--- src/hdl/assert_macros.svh ---
// ----------------------------------------------------------------------------
// assert_macros.svh
// Assertion shorthands for the text console writer. The clocked checks are
// disabled while rst is high.
// ----------------------------------------------------------------------------
`ifndef ASSERT_MACROS_SVH
`define ASSERT_MACROS_SVH

// Check a property at every rising edge of clk, outside of reset.
`define ASSERT_CLK(label, prop, msg) \
  label: assert property (@(posedge clk) disable iff (rst) (prop)) else $error(msg);

// Check that a condition never holds, outside of reset.
`define ASSERT_NEVER(label, cond, msg) \
  label: assert property (@(posedge clk) disable iff (rst) !(cond)) else $error(msg);

`endif

--- src/hdl/tcw_pkg.sv ---
// ----------------------------------------------------------------------------
// tcw_pkg
// Shared types, constants and helpers for the text console writer.
// ----------------------------------------------------------------------------
`timescale 1ns / 1ps

package tcw_pkg;

  // Screen geometry
  localparam int COLUMNS       = 80;
  localparam int ROWS          = 25;
  localparam int CELLS         = ROWS * COLUMNS;
  localparam int LAST_ROW_BASE = CELLS - COLUMNS;
  localparam int POS_W         = $clog2(CELLS);
  localparam int ROW_W         = $clog2(ROWS);
  localparam int COL_W         = $clog2(COLUMNS);

  // Field widths
  localparam int OP_W     = 2;
  localparam int BYTE_W   = 8;
  localparam int ADDR_W   = 11;
  localparam int CURSOR_W = 11;
  localparam int CELL_W   = 16;

  // Request queue between front and back
  localparam int QDEPTH = 2;
  localparam int QPTR_W = $clog2(QDEPTH);

  // Operation codes
  localparam logic [OP_W-1:0] OP_PUT   = 2'd0;
  localparam logic [OP_W-1:0] OP_CLEAR = 2'd1;
  localparam logic [OP_W-1:0] OP_READ  = 2'd2;

  // Bytes and cell values
  localparam logic [BYTE_W-1:0] NEWLINE_BYTE = 8'd10;
  localparam logic [BYTE_W-1:0] BLANK_GLYPH  = 8'h20;
  localparam logic [BYTE_W-1:0] COLOR_RESET  = 8'h07;
  localparam logic [CELL_W-1:0] RESET_CELL   = 16'h0720;

  typedef struct packed {
    logic [OP_W-1:0]   operation;
    logic [BYTE_W-1:0] character;
    logic [ADDR_W-1:0] cell_address;
  } in_item_t;

  typedef struct packed {
    logic [CURSOR_W-1:0] cursor_position;
    logic [CELL_W-1:0]   read_data;
    logic                scrolled;
  } out_item_t;

  // Classified request as it leaves the front
  typedef enum logic [2:0] {
    CMD_GLYPH,
    CMD_NEWLINE,
    CMD_CLEAR,
    CMD_READ,
    CMD_NOP
  } cmd_kind_t;

  typedef struct packed {
    cmd_kind_t         kind;
    logic [BYTE_W-1:0] glyph;
    logic [POS_W-1:0]  addr;
    logic              in_range;
  } cmd_t;

  // Back end sequencer
  typedef enum logic [2:0] {
    ST_INIT,
    ST_IDLE,
    ST_READ_WAIT,
    ST_SCROLL,
    ST_DRAIN,
    ST_FILL,
    ST_DONE
  } state_t;

  // Status from the back end
  typedef struct packed {
    logic init;
    logic load;
  } back_status_t;

  // Keep a screen position to the width of the cursor register
  function automatic logic [CURSOR_W-1:0] to_cursor(input logic [POS_W:0] v);
    logic [31:0] w;
    w = 32'(v);
    return w[CURSOR_W-1:0];
  endfunction

endpackage

--- src/hdl/tcw_front.sv ---
// ----------------------------------------------------------------------------
// tcw_front
// Accepts input requests, classifies them and holds them in a short queue
// for the back end.
// ----------------------------------------------------------------------------
`timescale 1ns / 1ps

module tcw_front (
  input  logic             clk,
  input  logic             rst,
  input  logic             in_valid,
  output logic             in_stall,
  input  tcw_pkg::in_item_t in_item,
  input  logic             hold,
  output logic             q_valid,
  output tcw_pkg::cmd_t    q_cmd,
  input  logic             q_pop
);
  import tcw_pkg::*;

  cmd_t              entries [QDEPTH];
  logic [QPTR_W-1:0] wr_ptr;
  logic [QPTR_W-1:0] rd_ptr;
  logic [QPTR_W:0]   count;
  logic              push;
  logic              pop;
  cmd_t              cls;

  // Classify the incoming request
  always_comb begin
    cls.glyph    = in_item.character;
    cls.addr     = POS_W'(in_item.cell_address);
    cls.in_range = 32'(in_item.cell_address) < CELLS;
    unique case (in_item.operation)
      OP_PUT:   cls.kind = (in_item.character == NEWLINE_BYTE) ? CMD_NEWLINE : CMD_GLYPH;
      OP_CLEAR: cls.kind = CMD_CLEAR;
      OP_READ:  cls.kind = CMD_READ;
      default:  cls.kind = CMD_NOP;
    endcase
  end

  // Stall while full or while the back end clears memory after reset
  assign in_stall = (count == (QPTR_W+1)'(QDEPTH)) || hold;
  assign push     = in_valid && !in_stall;
  assign pop      = q_pop && q_valid;
  assign q_valid  = count != '0;
  assign q_cmd    = entries[rd_ptr];

  // Queue storage
  always_ff @(posedge clk) begin
    if (push) begin
      entries[wr_ptr] <= cls;
    end
  end

  // Queue pointers
  always_ff @(posedge clk) begin
    if (rst) begin
      wr_ptr <= '0;
      rd_ptr <= '0;
      count  <= '0;
    end else begin
      if (push) begin
        wr_ptr <= wr_ptr + 1'b1;
      end
      if (pop) begin
        rd_ptr <= rd_ptr + 1'b1;
      end
      unique case ({push, pop})
        2'b10:   count <= count + 1'b1;
        2'b01:   count <= count - 1'b1;
        default: count <= count;
      endcase
    end
  end

endmodule

--- config.mk ---
export PLATFORM = sky130hd
export DESIGN_NAME = tcw_front
export DESIGN_NICKNAME = d
export VERILOG_FILES = /design/src/hdl/assert_macros.svh /design/src/hdl/tcw_pkg.sv /design/src/hdl/tcw_front.sv
export SDC_FILE = /design/constraint.sdc
export NUM_CORES = 1
export LEC_CHECK = 0
export BUFFER_PORTS_ARGS = -buffer_cell sky130_fd_sc_hd__buf_2
export CAP_MARGIN = 20
export CORE_MARGIN = 3
export CORE_UTILIZATION = 45
export CTS_CLUSTER_DIAMETER = 150
export CTS_CLUSTER_SIZE = 12
export DETAILED_ROUTE_END_ITERATION = 10
export PLACE_DENSITY = 0.72
export RECOVER_POWER = 50
export SKIP_LAST_GASP = 1
export SYNTH_ARGS = -nofsm -noshare
export SYNTH_HDL_FRONTEND = slang
export SYNTH_SLANG_ARGS = --single-unit
--- constraint.sdc ---
create_clock -name clk -period 2.8 [get_ports clk]
set_clock_uncertainty 0.05 [all_clocks]
set_input_delay 0.28 -clock clk [delete_from_list [all_inputs] [get_ports clk]]
set_output_delay 0.28 -clock clk [all_outputs]
set_load 0.05 [all_outputs]
After elaboration in Yosys (flattened, before gate mapping)
Memory sizes are Yosys's and may differ from the RTL's. A register that Yosys moved wholly into a read port is not among the register bits.
Index checks and enable logic that the tools add are counted.
Storage, ports and cells
  bits in registers: 4
  RAM bits: 46
  input port bits: 26
  output and inout bits: 25
  memories: 1
Memories
  entries: words 2, bits a word 23, rd ports 1, clocked after Yosys merged registers in 1, write ports 1, line tcw_front.sv:21  | cmd_t entries [QDEPTH];
Cells by class
  add/subtract/negate cells: 4
  order comparisons: 1
  equality and inequality tests: 6
  muxes and demuxes: 7
  reductions and logical operators: 7
Operator list (number)
  < comparator 11 bit (second input constant): 1
  one-hot mux 3 bit (3 select lines): 1
  equality test 8 x 4 -> 1 bit (second input constant): 1
  equality test 2 bit (second input constant): 3
  2-to-1 mux 1 bit: 5
  equality test 2 x 1 -> 1 bit (second input constant): 2
  one-hot mux 2 bit (2 select lines): 1
  nonzero test 2 bit: 2
  adder 1 bit (second input constant): 2
  adder 2 x 1 -> 2 bit (second input constant): 1
  logical AND 1 bit: 2
  zero test 2 bit: 1
  subtractor 2 x 1 -> 2 bit (second input constant): 1
  zero test 1 bit: 1
  logical OR 1 bit: 1

Logic depth before layout (Yosys ltp)
  depth after elaboration: 6
  gate-level depth with buffers: 6

Worst setup path before layout
No wires, ideal clock.
  path type: register -> register
  start: register count[0]
  end: memory entries[1][0] in the netlist's numbering (enable)
  setup time: 0.403 ns
  arrival time: 1.843 ns
  required time: 2.347 ns
  path slack: 0.504 ns
  stages on the path, launching flop included: 4
  clock period less this slack: 2.296 ns
  path through: dfxtp_1 -> nor2b_1 -> or3b_4 -> nor2_1
Between the ends
  longest elaborated chain between the ends: 6
Ends and longest elaborated chain
  start, declared: line tcw_front.sv:24  | logic [QPTR_W:0] count;
  start signal, assigned: line tcw_front.sv:70  | 2'b10: count <= count + 1'b1;
  start signal, assigned: line tcw_front.sv:71  | 2'b01: count <= count - 1'b1;
  start signal, assigned: line tcw_front.sv:72  | default: count <= count;
  equality test 2 bit: line tcw_front.sv:43  | assign in_stall = (count == (QPTR_W+1)'(QDEPTH)) || hold;
  logical OR 1 bit: line tcw_front.sv:43
  zero test 1 bit: line tcw_front.sv:44  | assign push = in_valid && !in_stall;
  logical AND 1 bit: line tcw_front.sv:44
  2-to-1 mux 1 bit: line tcw_front.sv:51  | if (push) begin
  2-to-1 mux 1 bit (implied by the code): line tcw_front.sv:52  | entries[wr_ptr] <= cls;
  end, declared: line tcw_front.sv:21
Every way passes these cells.

==> run_results.csv <==
group,metric,value,unit
detailed_routing,dr_total_vias,1092,
critical_path,path_max_fanout,14,
power_and_ir_drop,p_comb_share,35.0,%
logic_synthesis,synth.avg_cell_area,18.4,µm²
outcome,status,"finished, final reports clean",
power_and_ir_drop,p_seq_share,44.6,%
detailed_routing,drc,0,
power_and_ir_drop,clock_power_share,20.4,%
floorplanning,die-area,0.00520,mm²
detailed_routing,drt-total-wl,3450,µm
layout,layout_common_cells,"edfxtp_1, buf_2, mux2_2, clkbuf_1, clkbuf_8",
sta,whs,116,ps
layout,layout.area.seq,0.00148,mm²
logic_synthesis,yosys_warnings,0,
logic_synthesis,post_synth_num_cell_types,21,
clocking,post_cts.resized_instances,0,
layout,area_growth,20.2,%
power_and_ir_drop,leakage,0.839,nW
logic_synthesis,synthesis.nets,136,
critical_path,required,2470,ps
sta,final-setup-viol-count,0,
sta,fin_setup_tns,0,ps
floorplanning,die_w,72.1,µm
clocking,clkLatencyLatePin,300,ps
placed_design,place_hpwl,2450,µm
power_and_ir_drop,power_switching,0.792,mW
worst_hold_path,hold_path_class,"primary input to flip-flop",
clocking,cts_buffers,5,
power_and_ir_drop,vdd_drop_max,0.377,mV
clocking,cts_tree,"yes",
layout,fill_cells,338,
logic_synthesis,seq_area_frac_synth,75.3,%
layout,num-nets-final,194,
power_and_ir_drop,internal_power,1.33,mW
sta,max_freq,473,MHz
global_route,grt_pass1_vias,1198,
floorplanning,initial_core_util,47.8,%
global_route,grt_max_degree,24,
detailed_routing,drt_first_pass_iters,4,
critical_path,worst-endpoint-arrival,1790,ps
floorplanning,coreArea,0.00412,mm²
global_route,track_usage,14.7,%
logic_synthesis,synth-edff-count,46,
clocking,clkTransAtPathRegs,90,ps
global_route,antenna_found_initial,0,
sta,worst_slew_pin_slew,622,ps
layout,n_antenna_cell,0,
critical_path,path_class,"flip-flop to output port",
logic_synthesis,ys_ff_latch,51,
clocking,clk_path_buf_depth,2,
clocking,h-tree-depth,2,
detailed_routing,first_iter_violations,53,
layout,multi_input_area,467,µm²
sta,period_share,75.6,%
floorplanning,die_y,72.1,µm
detailed_routing,avgViaCountPerCell,5.06,
layout,layout_commonest_cell,"edfxtp_1",
sta,slew_viol_final,0,
power_and_ir_drop,switching_share,37.4,%
power_and_ir_drop,pwr_density_cell,896,mW/mm²
clocking,clkSinkCount,51,
placed_design,gp_congestion,0.757,
global_route,grt_pass1_wl,5690,µm
sta,relSlewSlack,58.6,%
logic_synthesis,synth_ff_type,"edfxtp_1",
clocking,post_cts_hold_buffer_count,0,
detailed_routing,post_drt_wl_per_cell,16.0,µm
floorplanning,ioPinCount,51,
logic_synthesis,syn_area,0.00197,mm²
critical_path,endpoint_kind,"output port",
global_route,gr-total-overflow,0,
critical_path,reg2reg_slack,790,ps
logic_synthesis,synthArstFlopShare,0,%
detailed_routing,ant_nets,0,
floorplanning,rows,23,
sta,period_needed,2120,ps
run,drv_cap,0,
critical_path,worstSetupStartpointType,"flip-flop",
layout,final_layout_size_suffix_gt1_share,41.6,%
sta,rsz0062_at_grt,"false",
sta,hold_viol_final,0,
clocking,post_cts_buffers,0,
logic_synthesis,netlist_instances,107,
placed_design,numPortBuffers,50,
clocking,cts_root_buf,"clkbuf_8",
through the flow:
step | cell area, µm² | power, mW | cells | utilization, % | worst slack (ps)
final | 2360 | 2.12 | 216 | 57.4 | 684
after floorplan | 1970 | 1.55 | 107 | - | 504
after detailed placement | 2300 | 1.72 | 208 | 55.8 | 910
after CTS | 2400 | 2.15 | 216 | 58.2 | 638
after global routing | 2360 | 2.21 | 216 | 57.4 | 568
after global placement | 2300 | 1.70 | 208 | 55.8 | 1020
cell families after synthesis:
| kind of cell | Yosys count | share of synthesized area, % |
|---|---|---|
| adder cells (fa/ha/maj) | 3 | 1.91 |
| multiplexers | 24 | 13.9 |
| AO/OA/AOI/OAI | 5 | 1.59 |
| XOR/XNOR | 3 | 1.34 |
| buffers and inverters | 5 | 1.08 |
| flip-flops | 51 | 75.3 |
| AND/OR/NAND/NOR | 16 | 4.84 |
cell usage after synthesis, types with 2 or more instances:
master / count / area share (%)
o21ai_0: 2 / 0.51
dfxtp_1: 5 / 5.1
inv_1: 3 / 0.57
nor4b_1: 2 / 0.89
xnor2_1: 2 / 0.89
edfxtp_1: 46 / 70
mux2_2: 23 / 13
buf_2: 2 / 0.51
nor2_1: 7 / 1.3
or2_2: 2 / 0.64
ha_1: 3 / 1.9
worst max-delay path, cell delays in order (launching register included):
cell and delay, ps:
dfxtp_1 580, buf_4 320, mux2_2 370, buf_2 210
worst paths after layout:
path | startpoint | to | depth (start not counted)
setup / recovery | flip-flop | q_cmd[12] | 3
hold / removal | in_item[3] | entries[1][4]$_DFFE_PP_ | 1
setup reg to reg | count[0]$_SDFFE_PP0P_ | entries[1][1]$_DFFE_PP_ | 4
hold reg to reg | count[1]$_SDFFE_PP0P_ | count[1]$_SDFFE_PP0P_ | 2
power by group through the flow:
stage	clock network (mW)	logic, mW	registers, mW
finish	0.432	0.742	0.944
global route	0.477	0.781	0.957
CTS	0.447	0.759	0.946
detailed placement	0	0.756	0.964
global placement	0	0.744	0.957
floorplan	0	0.608	0.942
area by class of cell:
type                            count  area share (%)
Multi-Input combinational cell     51            19.7
Clock buffer                        6            3.49
Inverter                            3           0.476
Sequential cell                    51            62.7
Tap cell                           50            2.65
Clock inverter                      2           0.688
Timing Repair Buffer               53            10.3
flip-flops by register name (all words and copies together) (netlist names), named ones only:
signal / flops
count: 2
entries: 46
rd_ptr: 1
wr_ptr: 1
routing by layer:
layer | share of wire, % | track usage (%)
met1 | 41 | 18.0
met2 | 50 | 23.5
met5 | 0 | 0
met3 | 7.8 | 5.12
met4 | 1.7 | 6.68
(Power assumes the default switching activity.)
